### config.mk
export PLATFORM = sky130hd
export DESIGN_NAME = gdda_front
export DESIGN_NICKNAME = d
export VERILOG_FILES = /design/src/hdl/grid_dda_dual_hit_ray_caster_assert.svh /design/src/hdl/gdda_pkg.sv /design/src/hdl/gdda_front.sv
export SDC_FILE = /design/constraint.sdc
export NUM_CORES = 2
export LEC_CHECK = 0
export ABC_CLOCK_PERIOD_IN_PS = 7000
export CAP_MARGIN = 40
export CELL_PAD_IN_SITES_DETAIL_PLACEMENT = 1
export CELL_PAD_IN_SITES_GLOBAL_PLACEMENT = 1
export CORE_UTILIZATION = 47
export CTS_CLUSTER_DIAMETER = 120
export CTS_CLUSTER_SIZE = 8
export DETAILED_ROUTE_END_ITERATION = 16
export DONT_BUFFER_PORTS = 1
export HOLD_SLACK_MARGIN = 0.1
export PLACE_DENSITY_LB_ADDON = 0.1
export SLEW_MARGIN = 30
export SYNTH_ARGS = -nofsm -noshare
export SYNTH_HDL_FRONTEND = slang
export SYNTH_SLANG_ARGS = --single-unit
### constraint.sdc
create_clock -name clk -period 7 [get_ports clk]
set_clock_uncertainty 0.15 [all_clocks]
set_input_delay 1.4 -clock clk [delete_from_list [all_inputs] [get_ports clk]]
set_output_delay 1.4 -clock clk [all_outputs]
set_load 0.02 [all_outputs]
### src/hdl/grid_dda_dual_hit_ray_caster_assert.svh
// Assertion helpers; clk and rst_n are taken from the enclosing module.
`ifndef GRID_DDA_DUAL_HIT_RAY_CASTER_ASSERT_SVH
`define GRID_DDA_DUAL_HIT_RAY_CASTER_ASSERT_SVH

// same-cycle implication
`define GDDA_ASSERT_IMPL(lbl, ante, cons) \
    lbl: assert property (@(posedge clk) disable iff (!rst_n) (ante) |-> (cons)) \
        else $error("assertion failed");

// next-cycle implication
`define GDDA_ASSERT_NEXT(lbl, ante, cons) \
    lbl: assert property (@(posedge clk) disable iff (!rst_n) (ante) |=> (cons)) \
        else $error("assertion failed");

`endif

### src/hdl/gdda_pkg.sv
`default_nettype none

package gdda_pkg;

    localparam logic [1:0] CFG_BLOCKING_MASK   = 2'd0;
    localparam logic [1:0] CFG_PROJECTILE_MASK = 2'd1;
    localparam logic [1:0] CFG_CELL_SIZE       = 2'd2;

    localparam logic FUNC_WRITE = 1'b0;
    localparam logic FUNC_CAST  = 1'b1;

    localparam int DELTA_W = 41;
    localparam int QUO_W   = 31;
    localparam logic [9:0] CELL_SIZE_RESET = 10'd32;

    typedef struct packed {
        logic                 func;
        logic [5:0]           cell_x;
        logic [5:0]           cell_y;
        logic [15:0]          cell_mask;
        logic [5:0]           gx;
        logic [5:0]           gy;
        logic                 neg_x;
        logic                 neg_y;
        logic [DELTA_W-1:0]   dx;
        logic [DELTA_W-1:0]   dy;
        logic [DELTA_W-1:0]   tx;
        logic [DELTA_W-1:0]   ty;
    } job_t;

    typedef struct packed {
        logic [15:0] blocking_mask;
        logic [15:0] projectile_mask;
        logic [9:0]  cell_size;
    } cfg_t;

    typedef enum logic [2:0] {
        F_IDLE,
        F_DIV,
        F_MULX,
        F_MULY,
        F_PUSH
    } front_state_t;

    typedef enum logic [2:0] {
        B_CLEAR,
        B_IDLE,
        B_WALK,
        B_MULP,
        B_MULB
    } back_state_t;

    // t in Q.16 grid units, hi set when t has bits above bit 31
    function automatic logic [23:0] world_dist(logic [31:0] t, logic hi, logic [9:0] cs);
        logic [41:0] prod;
        prod = {10'b0, t} * {32'b0, cs};
        if (hi && (cs != 10'd0))
            return 24'hFFFFFF;
        else if (|prod[41:32])
            return 24'hFFFFFF;
        else
            return prod[31:8];
    endfunction

endpackage

`default_nettype wire

### src/hdl/gdda_front.sv
`default_nettype none

module gdda_front (
    input  wire logic                clk,
    input  wire logic                rst_n,
    input  wire logic                hold,
    input  wire logic                push,
    output logic                     full,
    input  wire logic                func,
    input  wire logic [5:0]          cell_x,
    input  wire logic [5:0]          cell_y,
    input  wire logic [15:0]         cell_mask,
    input  wire logic [15:0]         start_x,
    input  wire logic [15:0]         start_y,
    input  wire logic signed [15:0]  dir_x,
    input  wire logic signed [15:0]  dir_y,
    output logic                     q_push,
    input  wire logic                q_full,
    output gdda_pkg::job_t           q_data
);

    gdda_pkg::front_state_t state_reg, state_next;

    gdda_pkg::job_t                  job_reg;
    logic [9:0]                      fx_reg, fy_reg;
    logic [15:0]                     magx_reg, magy_reg;
    logic [15:0]                     remx_reg, remy_reg;
    logic [gdda_pkg::QUO_W-1:0]      qx_reg, qy_reg;
    logic [4:0]                      cnt_reg;

    logic        accept;
    logic        lead;
    logic [16:0] rx, ry;
    logic        gex, gey;
    logic [15:0] vx, vy;
    logic [10:0] fxm, fym;
    logic [41:0] prodx, prody;

    assign full   = (state_reg != gdda_pkg::F_IDLE) || hold;
    assign accept = push && !full;
    assign q_data = job_reg;

    assign lead = (cnt_reg == 5'd30);
    assign rx   = {remx_reg, lead};
    assign ry   = {remy_reg, lead};
    assign gex  = rx >= {1'b0, magx_reg};
    assign gey  = ry >= {1'b0, magy_reg};

    assign vx = dir_x;
    assign vy = dir_y;

    assign fxm   = job_reg.neg_x ? {1'b0, fx_reg} : 11'd1024 - {1'b0, fx_reg};
    assign fym   = job_reg.neg_y ? {1'b0, fy_reg} : 11'd1024 - {1'b0, fy_reg};
    assign prodx = {31'b0, fxm} * {11'b0, qx_reg};
    assign prody = {31'b0, fym} * {11'b0, qy_reg};

    always_ff @(posedge clk or negedge rst_n)
    begin
        if (!rst_n)
            state_reg <= gdda_pkg::F_IDLE;
        else
            state_reg <= state_next;
    end

    always_comb
    begin
        state_next = state_reg;
        q_push     = 1'b0;
        unique case (state_reg)
            gdda_pkg::F_IDLE:
            begin
                if (accept)
                    state_next = (func == gdda_pkg::FUNC_CAST) ? gdda_pkg::F_DIV
                                                               : gdda_pkg::F_PUSH;
            end
            gdda_pkg::F_DIV:
            begin
                if (cnt_reg == 5'd0)
                    state_next = gdda_pkg::F_MULX;
            end
            gdda_pkg::F_MULX:
                state_next = gdda_pkg::F_MULY;
            gdda_pkg::F_MULY:
                state_next = gdda_pkg::F_PUSH;
            gdda_pkg::F_PUSH:
            begin
                if (!q_full)
                begin
                    q_push     = 1'b1;
                    state_next = gdda_pkg::F_IDLE;
                end
            end
            default:
                state_next = gdda_pkg::F_IDLE;
        endcase
    end

    always_ff @(posedge clk)
    begin
        unique case (state_reg)
            gdda_pkg::F_IDLE:
            begin
                if (accept)
                begin
                    job_reg.func      <= func;
                    job_reg.cell_x    <= cell_x;
                    job_reg.cell_y    <= cell_y;
                    job_reg.cell_mask <= cell_mask;
                    job_reg.gx        <= start_x[15:10];
                    job_reg.gy        <= start_y[15:10];
                    job_reg.neg_x     <= vx[15];
                    job_reg.neg_y     <= vy[15];
                    fx_reg            <= start_x[9:0];
                    fy_reg            <= start_y[9:0];
                    magx_reg          <= vx[15] ? 16'(16'd0 - vx) : vx;
                    magy_reg          <= vy[15] ? 16'(16'd0 - vy) : vy;
                    remx_reg          <= '0;
                    remy_reg          <= '0;
                    qx_reg            <= '0;
                    qy_reg            <= '0;
                    cnt_reg           <= 5'd30;
                end
            end
            gdda_pkg::F_DIV:
            begin
                remx_reg <= gex ? 16'(rx - {1'b0, magx_reg}) : rx[15:0];
                remy_reg <= gey ? 16'(ry - {1'b0, magy_reg}) : ry[15:0];
                qx_reg   <= {qx_reg[gdda_pkg::QUO_W-2:0], gex};
                qy_reg   <= {qy_reg[gdda_pkg::QUO_W-2:0], gey};
                cnt_reg  <= cnt_reg - 5'd1;
            end
            gdda_pkg::F_MULX:
            begin
                if (magx_reg == 16'd0)
                begin
                    job_reg.dx <= {1'b1, 40'b0};
                    job_reg.tx <= {fxm, 30'b0};
                end
                else
                begin
                    job_reg.dx <= {10'b0, qx_reg};
                    job_reg.tx <= {9'b0, prodx[41:10]};
                end
            end
            gdda_pkg::F_MULY:
            begin
                if (magy_reg == 16'd0)
                begin
                    job_reg.dy <= {1'b1, 40'b0};
                    job_reg.ty <= {fym, 30'b0};
                end
                else
                begin
                    job_reg.dy <= {10'b0, qy_reg};
                    job_reg.ty <= {9'b0, prody[41:10]};
                end
            end
            default:
            begin
            end
        endcase
    end

endmodule

`default_nettype wire

==> metrics.log <==
INFO  metric timing.final.crit_period = 6.87 ns
INFO  metric cell_types_with_the_highest_counts_after_synthesis = nand2_1 (525), fa_1 (520), inv_1 (473)
INFO  metric post_drt_wl_per_cell = between 20 and 25 um
INFO  metric vias = roughly 25000
INFO  metric largest_reg_flops = 189
INFO  metric cp-start-kind = register
INFO  metric synthMostInstantiatedCell = nand2_1
INFO  metric initial_antenna_violation_count = 12
INFO  metric design.core.area = roughly 75000 um^2
INFO  metric track_usage = 25.9%
INFO  metric drive_gt1_share = 6.60%
INFO  metric max_slew.worst_pin.slew = 0.913 ns
INFO  metric synth-main-ff-cell = edfxtp_1
INFO  metric worstSetupStartpoint = fy_reg[3]$_DFFE_PP_
INFO  metric dp_hpwl = 72800 um
INFO  metric ctsRootBufferMaster = clkbuf_16
INFO  metric global_route.overflow_total = 0
INFO  metric synth_largest_area_cell = fa_1
INFO  metric critical_path.reg2reg.startpoint = fy_reg[3]$_DFFE_PP_
INFO  metric finalSetupViolCount = 0
INFO  metric post-route-period-util = 98.2%
INFO  metric drt_wl_total = 98900 um
INFO  metric result_of_the_run = finished, final reports clean
INFO  metric worst_skew_pair.late_latency = 0.63 ns
INFO  metric critical_path_class = reg -> reg
INFO  metric syn_inst = 3476
INFO  metric worstSetupEndpointType = register
INFO  metric timing.final.max_slew_violations = 0
INFO  metric arrival = 7.07 ns
INFO  metric fill_cells = 8097
INFO  metric relSlewSlack = 38.6%
INFO  metric synth_edf_count = 340
INFO  metric top_area_cells_in_the_synthesized_netlist = fa_1 (29%), edfxtp_1 (29%), and2_1 (7.0%)
INFO  metric critical_path_peak_fanout = 15
INFO  metric post_synth_top_area_share = 29.4%
INFO  metric yosys_register_bits = approximately 340
INFO  metric mean_instance_size_in_the_synthesized_netlist = 10.2 um^2
INFO  metric drc_violation_count_after_routing = 0
INFO  metric via_per_inst = 5.60
INFO  metric nets = 4247
INFO  metric port-buffer-count = 0
INFO  metric clock.fmax = 145 MHz
INFO  metric rows = 100
INFO  metric synth-seq-area-share = just under 30%
INFO  metric synthDistinctLibCells = between 70 and 80
INFO  metric drv_cap = 0
INFO  metric hold_class = in -> async
INFO  metric drt_pre_antenna_iters = 6
INFO  metric clkTransAtPathRegs = roughly 0.060 ns
INFO  metric setup_repair_after_global_routing_missed_its_margin = true
INFO  metric final_hold_viol_count = 0
INFO  metric postSynth.asyncResetShare = 0.875%
INFO  metric tritoncts = yes
INFO  metric cts-htree-levels = 2
INFO  metric place_congestion = 0.846
INFO  metric chipWidth = 277 um
INFO  metric initialDrtViolationCount = between 1000 and 1500
INFO  metric vias_in_the_first_global_route = approximately 28000
INFO  metric die_area = 76500 um^2
INFO  metric grt_pass1_wl = 156000 um
INFO  metric max-clock-path-buffers = 3
INFO  metric yosys_warnings = 0
INFO  metric final_cells = around 4400
INFO  metric syn_to_final_growth = 9.34%
INFO  metric cts_buffers = 49
INFO  metric final_core_utilization = 52.0%
INFO  metric initial_cell_density_of_the_core = 47.5%
INFO  metric postRouteAntennaNets = 0
INFO  metric cell_area_synth = 35400 um^2
INFO  metric cts_num_sinks = about 340
INFO  metric placedCellCount = 4327
INFO  metric floorplan.io_pins = 307
INFO  metric grt_max_degree = a little under 70
INFO  metric required = approximately 7.2 ns
INFO  metric dieHeight = 277 um
==> layout make-up <==
cell class                      count  area [um^2]  area share [%]
Clock buffer                       64         1280            3.31
Timing Repair Buffer               95         1060            2.74
Antenna cell                        3         7.51          0.0194
Multi-Input combinational cell   2474        23000            59.4
Clock inverter                      5          101           0.262
Sequential cell                   343        10300            26.5
Tap cell                          969         1210            3.13
Inverter                          474         1780            4.59
==> placed cells by master, fill, tap and decap left out, types with 14 or more instances in the layout <==
cell type	Yosys	final
a21oi_1	111	106
a31oi_1	14	14
buf_4	19	68
a21o_1	45	45
buf_12	0	16
xor2_1	41	27
and2_1	397	397
nand2b_1	16	16
edfxtp_1	340	340
nor2_1	144	142
xnor2_1	72	70
o21ai_0	54	52
or3_1	18	18
nand3_1	27	26
fa_1	520	520
clkbuf_1	178	15
nor3_1	46	37
conb_1	1	18
nand4_1	23	23
xor2_2	0	14
clkbuf_16	0	53
mux2i_1	29	29
inv_1	473	472
nand2_1	525	525
ha_1	192	184
==> through the flow <==
step | TNS, ns | instance area (um^2) | hold slack (ns) | setup slack (ns)
3_3_place_gp | 0 | 36700 | 0.426 | 0.209
2_1_floorplan | 0 | 35500 | 0.388 | 0.322
4_1_cts | 0 | 38100 | 0.307 | 0.00964
5_1_grt | -0.501 | 38700 | 0.315 | -0.172
3_5_place_dp | -0.0546 | 36700 | 0.451 | -0.0289
6_report | 0 | 38700 | 0.338 | 0.126
==> critical path, cell delays in order, from the launching register on <==
cell       delay, ns
edfxtp_1        0.45
nor3_2          0.24
nand2b_1        0.13
nor2_2          0.18
buf_4           0.14
a21oi_2         0.09
xor2_2          0.23
clkbuf_16       0.20
and2_1          0.19
fa_1            0.56
fa_1            0.44
fa_1            0.52
fa_1            0.43
fa_1            0.49
ha_4            0.31
nand3_4         0.09
nor2_4          0.15
o311ai_4        0.13
a2111o_1        0.55
a211oi_4        0.28
buf_6           0.17
nor3_4          0.06
o31ai_2         0.32
mux2i_1         0.11
==> metal layers <==
layer | vias to the layer above | track usage [%] | wire, um | share of wire (%)
li1 | 11000 | - | - | -
met1 | 13000 | 33.3 | 40900 | 41
met4 | 12 | 6.52 | 2410 | 2.4
met2 | 645 | 45.5 | 49900 | 50
met3 | 168 | 4.32 | 5610 | 5.7
met5 | - | 0 | 83 | 0.084
==> kinds of logic (layout without fill, tap and decap cells) <==
kind of cell / count (synthesis) / after routing / synth area share, %
fa+ha+maj: 712 / 712 / 36.2
other cells: 1 / 21 / 0.0106
flops: 343 / 343 / 29.0
simple gates: 1266 / 1266 / 17.5
xor+xnor: 113 / 113 / 2.79
mux: 31 / 31 / 0.904
buf+inv: 676 / 638 / 7.40
compound gates: 334 / 334 / 6.17
==> path summary, 6_finish.rpt <==
path,endpoint,slack [ns],cells after the start
setup / recovery,q_data[28]$_SDFFCE_PP0P_,0.13,23
hold / removal,state_reg[1]$_DFFE_PN0P_,0.34,0
setup reg to reg,q_data[28]$_SDFFCE_PP0P_,0.13,23
hold reg to reg,remy_reg[7]$_SDFFCE_PN0P_,0.46,2
max in group asynchronous,state_reg[0]$_DFFE_PN0P_,6.29,0
min in group clk,remy_reg[7]$_SDFFCE_PN0P_,0.46,2
==> what timing repair did <==
| item | in CTS | in global routing |
|---|---|---|
| setup buffers | 1 | 18 |
| setup endpoints to repair | 4 | 38 |
| resized for setup | 2 | 53 |
| pin swaps | 1 | 14 |
| cloned | 0 | 4 |
| hold buffers | 0 | 0 |
Power is not shown: default switching activity piles up to over one toggle a cycle in this logic, so the estimate is an artifact.
