--- src/hdl/grid_dda_dual_hit_ray_caster_assert.svh ---
// Assertion helpers; clk and rst_n are taken from the enclosing module.
`ifndef GRID_DDA_DUAL_HIT_RAY_CASTER_ASSERT_SVH
`define GRID_DDA_DUAL_HIT_RAY_CASTER_ASSERT_SVH

// same-cycle implication
`define GDDA_ASSERT_IMPL(lbl, ante, cons) \
    lbl: assert property (@(posedge clk) disable iff (!rst_n) (ante) |-> (cons)) \
        else $error("assertion failed");

// next-cycle implication
`define GDDA_ASSERT_NEXT(lbl, ante, cons) \
    lbl: assert property (@(posedge clk) disable iff (!rst_n) (ante) |=> (cons)) \
        else $error("assertion failed");

`endif

--- src/hdl/gdda_pkg.sv ---
`default_nettype none

package gdda_pkg;

    localparam logic [1:0] CFG_BLOCKING_MASK   = 2'd0;
    localparam logic [1:0] CFG_PROJECTILE_MASK = 2'd1;
    localparam logic [1:0] CFG_CELL_SIZE       = 2'd2;

    localparam logic FUNC_WRITE = 1'b0;
    localparam logic FUNC_CAST  = 1'b1;

    localparam int DELTA_W = 41;
    localparam int QUO_W   = 31;
    localparam logic [9:0] CELL_SIZE_RESET = 10'd32;

    typedef struct packed {
        logic                 func;
        logic [5:0]           cell_x;
        logic [5:0]           cell_y;
        logic [15:0]          cell_mask;
        logic [5:0]           gx;
        logic [5:0]           gy;
        logic                 neg_x;
        logic                 neg_y;
        logic [DELTA_W-1:0]   dx;
        logic [DELTA_W-1:0]   dy;
        logic [DELTA_W-1:0]   tx;
        logic [DELTA_W-1:0]   ty;
    } job_t;

    typedef struct packed {
        logic [15:0] blocking_mask;
        logic [15:0] projectile_mask;
        logic [9:0]  cell_size;
    } cfg_t;

    typedef enum logic [2:0] {
        F_IDLE,
        F_DIV,
        F_MULX,
        F_MULY,
        F_PUSH
    } front_state_t;

    typedef enum logic [2:0] {
        B_CLEAR,
        B_IDLE,
        B_WALK,
        B_MULP,
        B_MULB
    } back_state_t;

    // t in Q.16 grid units, hi set when t has bits above bit 31
    function automatic logic [23:0] world_dist(logic [31:0] t, logic hi, logic [9:0] cs);
        logic [41:0] prod;
        prod = {10'b0, t} * {32'b0, cs};
        if (hi && (cs != 10'd0))
            return 24'hFFFFFF;
        else if (|prod[41:32])
            return 24'hFFFFFF;
        else
            return prod[31:8];
    endfunction

endpackage

`default_nettype wire

--- src/hdl/gdda_fifo.sv ---
`default_nettype none

module gdda_fifo (
    input  wire logic            clk,
    input  wire logic            rst_n,
    input  wire logic            wr,
    input  wire gdda_pkg::job_t  wr_data,
    output logic                 full,
    input  wire logic            rd,
    output gdda_pkg::job_t       rd_data,
    output logic                 empty
);

    localparam int DEPTH = 2;

    gdda_pkg::job_t slot_reg [DEPTH];
    logic           wr_ptr_reg, rd_ptr_reg;
    logic [1:0]     count_reg;

    assign full    = (count_reg == 2'(DEPTH));
    assign empty   = (count_reg == 2'd0);
    assign rd_data = slot_reg[rd_ptr_reg];

    always_ff @(posedge clk or negedge rst_n)
    begin
        if (!rst_n)
        begin
            wr_ptr_reg <= 1'b0;
            rd_ptr_reg <= 1'b0;
            count_reg  <= 2'd0;
        end
        else
        begin
            if (wr && !full)
                wr_ptr_reg <= ~wr_ptr_reg;
            if (rd && !empty)
                rd_ptr_reg <= ~rd_ptr_reg;
            count_reg <= count_reg + 2'((wr && !full) ? 1 : 0) - 2'((rd && !empty) ? 1 : 0);
        end
    end

    always_ff @(posedge clk)
    begin
        if (wr && !full)
            slot_reg[wr_ptr_reg] <= wr_data;
    end

endmodule

`default_nettype wire

--- config.mk ---
export PLATFORM = sky130hd
export DESIGN_NAME = gdda_fifo
export DESIGN_NICKNAME = d
export VERILOG_FILES = /design/src/hdl/grid_dda_dual_hit_ray_caster_assert.svh /design/src/hdl/gdda_pkg.sv /design/src/hdl/gdda_fifo.sv
export SDC_FILE = /design/constraint.sdc
export NUM_CORES = 1
export LEC_CHECK = 0
export BUFFER_PORTS_ARGS = -buffer_cell sky130_fd_sc_hd__buf_4
export CORE_MARGIN = 1
export CORE_UTILIZATION = 25
export CTS_CLUSTER_DIAMETER = 150
export DETAILED_ROUTE_END_ITERATION = 6
export GPL_ROUTABILITY_DRIVEN = 0
export SYNTH_ARGS = -nofsm -noshare
export SYNTH_HDL_FRONTEND = slang
export SYNTH_SLANG_ARGS = --single-unit
--- constraint.sdc ---
create_clock -name clk -period 12.5 [get_ports clk]
set_input_delay 1.25 -clock clk [delete_from_list [all_inputs] [get_ports clk]]
set_output_delay 1.25 -clock clk [all_outputs]
set_load 0.005 [all_outputs]
==> summary.txt, run 1 <==
Power
  • Int Pwr: 3518 µW
  • Sw Share: 26.38%
  • Power, Total: 4778 µW
  • PwrDens: 226.7 nW/µm²
  • Clock share of power: 27.2%
  • Seq pwr share: 42.6%
  • Peak VDD IR: 0.0001419 V
  • Leakage: 0.007965 µW
  • Switching Power: 1260 µW
  • Power share of the combinational group: 30.2%

Die
  • Initial core utilization: 25.24%
  • Die Wd: 251.4 µm
  • DIE AREA: 63200 µm²
  • Cell row count: 91
  • Core area: 61600 µm²
  • Die Y: 251.4 µm
  • I/O pin count: 420

Timing
  • Fin Setup TNS: 0 ps
  • Worst-margin pin slew: 1055 ps
  • Setup-failing EPs final: 0
  • Max-slew violations: 0
  • Setup ws final: 7436 ps
  • Slew HR: 29.68%
  • Post-Route Skew: 8.418 ps
  • Final Critical Period: 5064 ps
  • Final hold violations: 0
  • Fin crit share: 40.51%
  • F_max: 197.5 MHz
  • RSZ-0062 raised after global routing: no

CTS
  • Cts hold-fix bufs: 0
  • H-tree levels: 2
  • Worst-skew pair later-pin latency: 550 ps
  • Clock tree sinks: 418
  • TritonCTS clock tree: yes
  • Clock-pin slew on the worst setup and hold paths: 60 ps
  • CTS resizes: 0
  • Postcts setup bufs: 0
  • Root Driver: clkbuf_16
  • Cts bufs inserted: 46
  • CTS max path bufs: 3

Drt
  • Final WL: 34570 µm
  • Via/cell ratio: 3.885
  • Via count: 7728
  • Pre-antenna DRT Iters: 4
  • DR iter-0 viols: 295
  • Antenna viol nets, final: 0
  • Wire length per cell: 17.38 µm
  • DRC viols: 0

Worst setup path
  • Maximum net fanout on the critical path: 58
  • Worst EP arrival: 3810 ps
  • R2R cell count: 4
  • Crit path required time: 11250 ps
  • WS Path Type: reg2out
  • Slowest cell on crit path: dfrtp_4
  • Crit-path most repeated cell: buf_4
  • Startpoint Class: flip-flop
  • Largest stage delay, worst path: 900 ps
  • Crit-path cells: buf_4 > buf_4 > mux2_2 > buf_4
  • Worst Setup End Kind: output pin

Yosys
  • Largest family of logic cells by synthesized area: multiplexers
  • Syn nets: 875
  • Fraction of the mapped netlist area in adder cells: 0.1609%
  • Simple-gate area share of the yosys netlist: 0.1931%
  • Top cell type's share of synthesized area: 79.95%
  • Synth unique cells: 15
  • Post-synthesis mux area share: 17.43%
  • Synth Area per Inst: 23.49 µm²
  • Syn Inst Count: 662
  • FF+latch count, synth: 418
  • Register area share after synthesis: 80.60%
  • Cell area after synthesis: 15550 µm²
  • Synth Area in Compound Gates: 0%
  • Top post-synthesis cells by area: edfxtp_1 (80%), mux2_4 (9.8%), mux2_2 (7.7%)
  • Synth area leader: edfxtp_1
  • Synth warnings: 0
  • Synth Area in XOR/XNOR: 0.2253%

Layout
  • Layout cell share with drive strength beyond 1: 60.99%
  • Area delta synth->final: 35.58%
  • FILL cells: 5860
  • Fin nets: 1329
  • Most frequent cells in the layout: buf_4 (429), edfxtp_1 (414), mux2_2 (106)
  • Finished Core Util: 34.22%
  • Max reg flops: 414
  • Commonest non-fill, non-tap cell in the layout: buf_4

Global route
  • Total global-route track usage: 10.55%
  • Initial antenna violation count: 2
  • GR Overflow Total: 0
  • First-pass GRT wire length: 50430 µm
  • Vias in the first global route: 8504
  • Pin count of the biggest net entering global routing: 75

Placement
  • Port Buffers: 419
  • Pre-CTS setup slack: 8019 ps
  • Hpwl dp: 23760 µm

Run status
  • Outcome: completed

Job
  • Max cap viols: 0

Hold path
  • Type of the worst min-delay path: in2async
## path summary, 6_finish.rpt
| path | start | to | slack, ps |
|---|---|---|---|
| setup / recovery | rd_ptr_reg | rd_data[24] | 7440 |
| hold / removal | rst_n | count_reg[0] | 480 |
| setup reg to reg | count_reg[0] | slot_reg[1][117] | 9580 |
| hold reg to reg | count_reg[1] | count_reg[1] | 500 |
| max in group asynchronous | rst_n | rd_ptr_reg | 11910 |
| min in group clk | count_reg[1] | count_reg[1] | 500 |
## cell usage after synthesis
master / n
buf_2: 8
inv_1: 2
xnor2_1: 3
nor2b_1: 1
ha_1: 2
mux2_2: 106
buf_6: 15
and3_1: 1
edfxtp_1: 414
nand2b_1: 1
mux2_4: 101
xor2_1: 1
nand2_1: 1
nor2_1: 2
dfrtp_1: 4
## through the flow
step / std cells / hold slack [ps] / area (µm²)
floorplan: 662 / 460.8 / 15550
global placement: 1905 / 485.2 / 19620
detailed placement: 1905 / 490.0 / 19620
CTS: 1988 / 431.7 / 21080
global route: 1989 / 442.5 / 21080
finish: 1989 / 478.3 / 21080
## power groups by stage
| stage | Combinational [µW] | Clock, µW | Sequential [µW] |
|---|---|---|---|
| 6_report | 1440 | 1300 | 2040 |
| 5_1_grt | 1550 | 1400 | 2060 |
| 4_1_cts | 1480 | 1350 | 2040 |
| 3_5_place_dp | 1470 | 0 | 2070 |
| 3_3_place_gp | 1460 | 0 | 2060 |
| 2_1_floorplan | 839 | 0 | 2090 |
## logic make-up (layout without fill, tap and decap cells)
kind of cell | count (synthesis) | count (layout)
flip-flops | 418 | 418
multiplexers | 207 | 207
buffers and inverters | 25 | 514
other | 0 | 1
XOR/XNOR | 4 | 4
adder cells (fa/ha/maj) | 2 | 2
AND/OR/NAND/NOR | 6 | 6
## cell type report
type                    instances  area, µm²  area share (%)
clock inverters                24      191.4          0.9081
repair buffers                429       3221           15.28
flip-flops and latches        418      12540           59.46
diodes                          1      2.502         0.01187
inverters                       2      7.507         0.03561
clock buffers                  59       1264           5.994
multi-input cells             219       2813           13.34
well taps                     837       1047           4.968
## routing by layer
metal / global-route usage, % / part of all wire, % / wire length, µm / up-vias
li1: - / - / - / 3552
met5: 0 / 0.026 / 9 / -
met2: 18.10 / 50 / 17330 / 294
met1: 11.34 / 37 / 12960 / 3817
met3: 4.815 / 9.4 / 3243 / 63
met4: 3.937 / 3.0 / 1020 / 2
## critical path: cells and delay by family (launching register included)
kind / cells / cell delay, ps
buf+inv: 3 / 1740
flops: 1 / 900
mux: 1 / 420
Note: power is estimated with default switching activity, not from simulation.
==> run 2, diff against run 1 <==
Clock period 12.5 ns to 4.7 ns, I/O delays scaled along.
==> run 2 against run 1 <==
Utilization increased by 0.30 points; routed wire length decreased by 0.77%; critical path type unchanged; largest cell class unchanged; worst hold slack got worse by 390 ps; sequential share of layout area decreased by 0.52 points; combinational power increased to 2.8 times the previous value; critical endpoint is now rd_data[33]; clock power increased to 2.8 times the previous value; final cell count increased by 0.20%.
==> summary.txt, run 2 (same netlist as run 1, synthesis figures left out) <==
Run status
  • Outcome: completed (unchanged)

Power
  • Leakage: 0.008041 µW (was 0.007965 µW)
  • Seq pwr share: 41.5% (was 42.6%)
  • PwrDens: 608.9 nW/µm² (was 226.7 nW/µm²)
  • Clock share of power: 27.9% (was 27.2%)
  • Sw Share: 26.12% (was 26.38%)
  • Int Pwr: 9568 µW (was 3518 µW)
  • Peak VDD IR: 0.0003506 V (was 0.0001419 V)
  • Switching Power: 3383 µW (was 1260 µW)
  • Power share of the combinational group: 30.7% (was 30.2%)
  • Power, Total: 12950 µW (was 4778 µW)

Global route
  • Vias in the first global route: 8330 (was 8504)
  • Pin count of the biggest net entering global routing: 88 (was 75)
  • GR Overflow Total: 0 (unchanged)
  • First-pass GRT wire length: 49800 µm (was 50430 µm)
  • Total global-route track usage: 10.46% (was 10.55%)
  • Initial antenna violation count: 3 (was 2)

Drt
  • Via count: 7676 (was 7728)
  • Pre-antenna DRT Iters: 6 (was 4)
  • Max Used Layer: met5 (unchanged)
  • DRC viols: 0 (unchanged)
  • Final WL: 34300 µm (was 34570 µm)
  • Wire length per cell: 17.21 µm (was 17.38 µm)
  • Detail Route met2 WL: 16660 µm (was 17330 µm)
  • WL met3: 2759 µm (was 3243 µm)
  • Antenna viol nets, final: 0 (unchanged)
  • M1 WL: 14040 µm (was 12960 µm)
  • DR iter-0 viols: 356 (was 295)
  • Via/cell ratio: 3.851 (was 3.885)

Worst setup path
  • Startpoint Class: flip-flop (unchanged)
  • CP top delay family: flip-flops (was buffers and inverters)
  • RR Startpoint: count_reg[1] (was count_reg[0])
  • Maximum net fanout on the critical path: 58 (unchanged)
  • Worst reg2reg setup slack: 2530 ps (was 9580 ps)
  • Worst Setup End Kind: output pin (unchanged)
  • CP Buf/Inv Count: 2 (was 3)
  • WS Path Type: reg2out (unchanged)
  • Crit path required time: 4230 ps (was 11250 ps)
  • Worst EP arrival: 2550 ps (was 3810 ps)
  • R2R cell count: 3 (was 4)
  • Largest stage delay, worst path: 970 ps (was 900 ps)
  • Reg-to-Reg End: slot_reg[1][144] (was slot_reg[1][117])
  • Crit-path cells: buf_12 > mux2_2 > buf_4 (was buf_4 > buf_4 > mux2_2 > buf_4)
  • Slowest cell on crit path: dfrtp_4 (unchanged)

CTS
  • TritonCTS clock tree: yes (unchanged)
  • Postcts setup bufs: 0 (unchanged)
  • Clock tree sinks: 418 (unchanged)
  • Clock-pin slew on the worst setup and hold paths: 60 ps (about the same)
  • CTS max path bufs: 3 (unchanged)
  • Root Driver: clkbuf_16 (unchanged)
  • CTS resizes: 0 (unchanged)
  • H-tree levels: 2 (unchanged)
  • Cts bufs inserted: 46 (unchanged)
  • Worst-skew pair later-pin latency: 550 ps (about the same)

Timing
  • Fin crit share: 64.36%
  • Setup-failing EPs final: 0 (unchanged)
  • Final hold violations: 0 (unchanged)
  • Slew HR: 42.37% (was 29.68%)
  • F_max: 330.6 MHz
  • RSZ-0062 raised after global routing: no (unchanged)
  • Worst-margin pin slew: 864.4 ps (was 1055 ps)
  • Final Critical Period: 3025 ps
  • Post-Route Skew: 7.820 ps (was 8.418 ps)
  • Max-slew violations: 0 (unchanged)
  • Fin Setup TNS: 0 ps (unchanged)

Die
  • Die Y: 251.4 µm (unchanged)
  • DIE AREA: 63200 µm² (unchanged)
  • Initial core utilization: 25.24% (unchanged)
  • I/O pin count: 420 (unchanged)
  • Core area: 61600 µm² (unchanged)
  • Cell row count: 91 (unchanged)
  • Die Wd: 251.4 µm (unchanged)

Layout
  • Fin nets: 1336 (was 1329)
  • Layout cell share with drive strength beyond 1: 60.99% (about the same)
  • FILL cells: 5832 (was 5860)
  • Most frequent cells in the layout: buf_4 (429), edfxtp_1 (414), mux2_2 (106) (unchanged)
  • Max reg flops: 414 (unchanged)
  • Commonest non-fill, non-tap cell in the layout: buf_4 (unchanged)
  • Finished Core Util: 34.53% (was 34.22%)
  • Area delta synth->final: 36.79% (was 35.58%)
  • N_diodes: 0 (was 1)

Placement
  • Port Buffers: 419 (unchanged)
  • Hpwl dp: 22900 µm (was 23760 µm)

Hold path
  • Worst min-delay path startpoint: wr_data[190]
  • Worst Hold End: slot_reg[0][190]
  • Hold depth: 1
  • Type of the worst min-delay path: in2reg (was in2async)

Job
  • Max cap viols: 0 (unchanged)
run 2: through the flow:
| step | instances | worst slack (ps) | instance area (µm²) | hold WS (ps) |
|---|---|---|---|---|
| finish | 1993 | 1675 | 21270 | 93.00 |
| global route | 1993 | 1507 | 21270 | 46.18 |
| CTS | 1993 | 1548 | 21270 | 38.95 |
| detailed placement | 1911 | 2186 | 19740 | 270.0 |
| global placement | 1911 | 2220 | 19740 | 268.4 |
| floorplan | 662 | 577.0 | 15560 | 174.4 |
run 2: how the worst max path moves through the flow:
stage,start,to,slack (ps),cells after the start
finish,rd_ptr_reg,rd_data[33],1680,3
global route,rd_ptr_reg,rd_data[136],1510,3
CTS,rd_ptr_reg,rd_data[136],1550,3
detailed placement,rd_ptr_reg,rd_data[144],2190,3
global placement,rd_ptr_reg,rd_data[192],2220,3
floorplan,count_reg[1],slot_reg[0][0],580,3
run 2: power by group through the flow:
stage                     sequential [µW]  combinational [µW]  clock [µW]
after detailed placement             5470                4070           0
after CTS                            5390                4090        3740
final                                5370                3970        3610
after global routing                 5450                4260        3870
after floorplan                      5380                2240           0
after global placement               5420                4050           0
run 2: metal layers:
layer / up-vias / GRT usage, %
li1: 3559 / -
met1: 3758 / 12.36
met2: 299 / 17.51
met3: 54 / 3.748
met4: 6 / 3.659
met5: - / 0
run 2: layout make-up:
cell class	count	area (µm²)	area share [%]
Clock buffer	60	1267	5.959
Clock inverter	21	247.7	1.165
Inverter	2	7.507	0.03530
Multi-Input combinational cell	219	2813	13.22
Sequential cell	418	12540	58.94
Tap cell	837	1047	4.924
Timing Repair Buffer	436	3351	15.75
run 2: repair_timing:
action	CTS	global route
hold buffers	1	0
setup endpoints to repair	0	0
hold endpoints to repair	4	0
==> run 3, diff against run 2 <==
Clock period 4.7 ns to 2.5 ns, I/O delays scaled along.
==> run 3 against run 2 <==
Global-route usage is 0.72 points higher; sequential share of layout area down 5.6 points; register-to-register slack worse by 1900 ps; power increased by 92%; combinational power is 110% higher; clock-buffer cell count increased by 2; utilization is 3.6 points higher; worst hold slack improved by 31 ps; critical path depth rose by 1; sequential cell count is the same; die area unchanged; via count up 12%.
==> summary.txt, run 3 (same netlist as run 1, synthesis figures left out) <==
Timing
  • Fin Setup TNS: 0 ps (unchanged)
  • Setup-failing EPs final: 0 (unchanged)
  • Fin crit share: 96.46%
  • Slew HR: 51.95% (was 42.37%)
  • Post-Route Skew: 26.09 ps (was 7.820 ps)
  • Final hold violations: 0 (unchanged)
  • Max-slew violations: 0 (unchanged)
  • F_max: 414.7 MHz
  • Final Critical Period: 2412 ps
  • Worst-margin pin slew: 720.7 ps (was 864.4 ps)
  • RSZ-0062 raised after global routing: no (unchanged)

Global route
  • Vias in the first global route: 9390 (was 8330)
  • Initial antenna violation count: 3 (unchanged)
  • GR Overflow Total: 0 (unchanged)
  • Pin count of the biggest net entering global routing: 97 (was 88)
  • First-pass GRT wire length: 54190 µm (was 49800 µm)
  • Total global-route track usage: 11.19% (was 10.46%)

Hold path
  • Worst min-delay path startpoint: rd (was wr_data[190])
  • Type of the worst min-delay path: in2reg (unchanged)

Layout
  • Layout cell share with drive strength beyond 1: 52.10% (was 60.99%)
  • Finished Core Util: 38.13% (was 34.53%)
  • Register Area: 12540 µm² (unchanged)
  • FILL cells: 5668 (was 5832)
  • Most frequent cells in the layout: buf_4 (437), edfxtp_1 (414), dlygate4sd3_1 (210) (was buf_4 (429), edfxtp_1 (414), mux2_2 (106))
  • Design Area, Final: 23490 µm² (was 21270 µm²)
  • Fin nets: 1557 (was 1336)
  • Max reg flops: 414 (unchanged)
  • Area delta synth->final: 51.07% (was 36.79%)
  • Commonest non-fill, non-tap cell in the layout: buf_4 (unchanged)
  • Multi-input logic area: 2815 µm² (was 2813 µm²)

Die
  • Die Wd: 251.4 µm (unchanged)
  • I/O pin count: 420 (unchanged)
  • Core area: 61600 µm² (unchanged)
  • Cell row count: 91 (unchanged)
  • DIE AREA: 63200 µm² (unchanged)
  • Die Y: 251.4 µm (unchanged)
  • Initial core utilization: 25.24% (unchanged)

Drt
  • Antenna viol nets, final: 0 (unchanged)
  • Final WL: 36510 µm (was 34300 µm)
  • Via count: 8634 (was 7676)
  • DRC viols: 0 (unchanged)
  • DR iter-0 viols: 321 (was 356)
  • Pre-antenna DRT Iters: 4 (was 6)
  • Via/cell ratio: 3.891 (was 3.851)
  • Wire length per cell: 16.45 µm (was 17.21 µm)

Power
  • Peak VDD IR: 0.0006757 V (was 0.0003506 V)
  • PwrDens: 1058 nW/µm² (was 608.9 nW/µm²)
  • Leakage: 0.008985 µW (was 0.008041 µW)

CTS
  • Cts bufs inserted: 45 (was 46)
  • Clock tree sinks: 418 (unchanged)
  • TritonCTS clock tree: yes (unchanged)
  • Root Driver: clkbuf_16 (unchanged)
  • Clock-pin slew on the worst setup and hold paths: 60 ps (about the same)
  • H-tree levels: 2 (unchanged)
  • Postcts setup bufs: 0 (unchanged)
  • Worst-skew pair later-pin latency: 570 ps (was 550 ps)
  • CTS max path bufs: 3 (unchanged)

Worst setup path
  • Worst Setup End Kind: output pin (unchanged)
  • Worst EP arrival: 2160 ps (was 2550 ps)
  • RR Startpoint: count_reg[1] (unchanged)
  • Worst reg2reg setup slack: 670 ps (was 2530 ps)
  • CP Buf/Inv Count: 3 (was 2)
  • Crit-path most repeated cell: buf_4
  • CP top delay family: buffers and inverters (was flip-flops)
  • Maximum net fanout on the critical path: 42 (was 58)
  • WS Path Type: reg2out (unchanged)
  • Worst Setup SP: rd_ptr_reg (unchanged)
  • Crit path required time: 2250 ps (was 4230 ps)
  • Startpoint Class: flip-flop (unchanged)
  • Largest stage delay, worst path: 520 ps (was 970 ps)
  • Crit-path cells: buf_16 > buf_4 > mux2_4 > buf_4 (was buf_12 > mux2_2 > buf_4)
  • Slowest cell on crit path: dfrtp_4 (unchanged)

Job
  • Max cap viols: 0 (unchanged)

Placement
  • Port Buffers: 419 (unchanged)
  • Dpl cell area: 19910 µm² (was 19740 µm²)
  • Hpwl dp: 23990 µm (was 22900 µm)

Run status
  • Outcome: completed (unchanged)
[run 3: cell count changes in the layout (fill, tap and decap cells not counted), moves of 2 or more]
cell,delta
buf_12,+4
buf_4,+8
clkbuf_1,+3
clkbuf_16,-2
clkinv_2,+2
diode_2,+2
dlygate4sd3_1,+209
[run 3: worst paths after layout]
kind / to / cells after the start
max in group asynchronous: rd_ptr_reg / 3
setup reg to reg: slot_reg[0][102] / 5
setup / recovery: rd_data[152] / 4
hold reg to reg: count_reg[1] / 1
hold / removal: rd_ptr_reg / 3
min in group asynchronous: wr_ptr_reg / 3
[run 3: where the power goes]
group | total (µW) | leakage [µW] | internal (µW) | switching (µW)
clock network | 6630 | 0.000712 | 3980 | 2650
logic | 8260 | 0.00438 | 4660 | 3600
registers | 9950 | 0.00389 | 9570 | 377
[run 3: routing by layer]
metal	track usage, %	up-vias	part of all wire, %
met5	0	-	0.027
li1	-	4012	-
met3	3.955	57	7.3
met2	19.49	282	50
met4	3.554	2	2.4
met1	12.74	4281	40
[run 3: area by class of cell]
class	instances	share of cell area, %
diodes	2	0.02131
clock buffers	62	5.289
clock inverters	21	0.9588
inverters	2	0.03196
multi-input cells	219	11.99
flip-flops and latches	418	53.37
well taps	837	4.459
repair buffers	658	23.89
[run 3: worst reg2reg max path, cell delays in order, from the launching register on]
cell and delay, ps:
dfrtp_1 410, nand2b_1 160, nand2_2 120, nor2_4 180, buf_12 210, buf_12 290
[run 3: metrics by stage]
step	power (µW)	hold slack [ps]	std cells	setup slack [ps]
after detailed placement	18230	52.59	1924	670.8
after CTS	25270	78.35	2217	37.14
final	24850	124.3	2219	88.47
after global routing	26050	106.7	2219	1.356
after global placement	18090	57.13	1924	705.7
after floorplan	14330	-45.59	662	-1589
[run 3: timing repair]
item	in CTS	in global routing
hold endpoints to repair	419	0
endpoints found under the setup margin	0	6
hold buffers	210	0
gates resized for setup	0	1
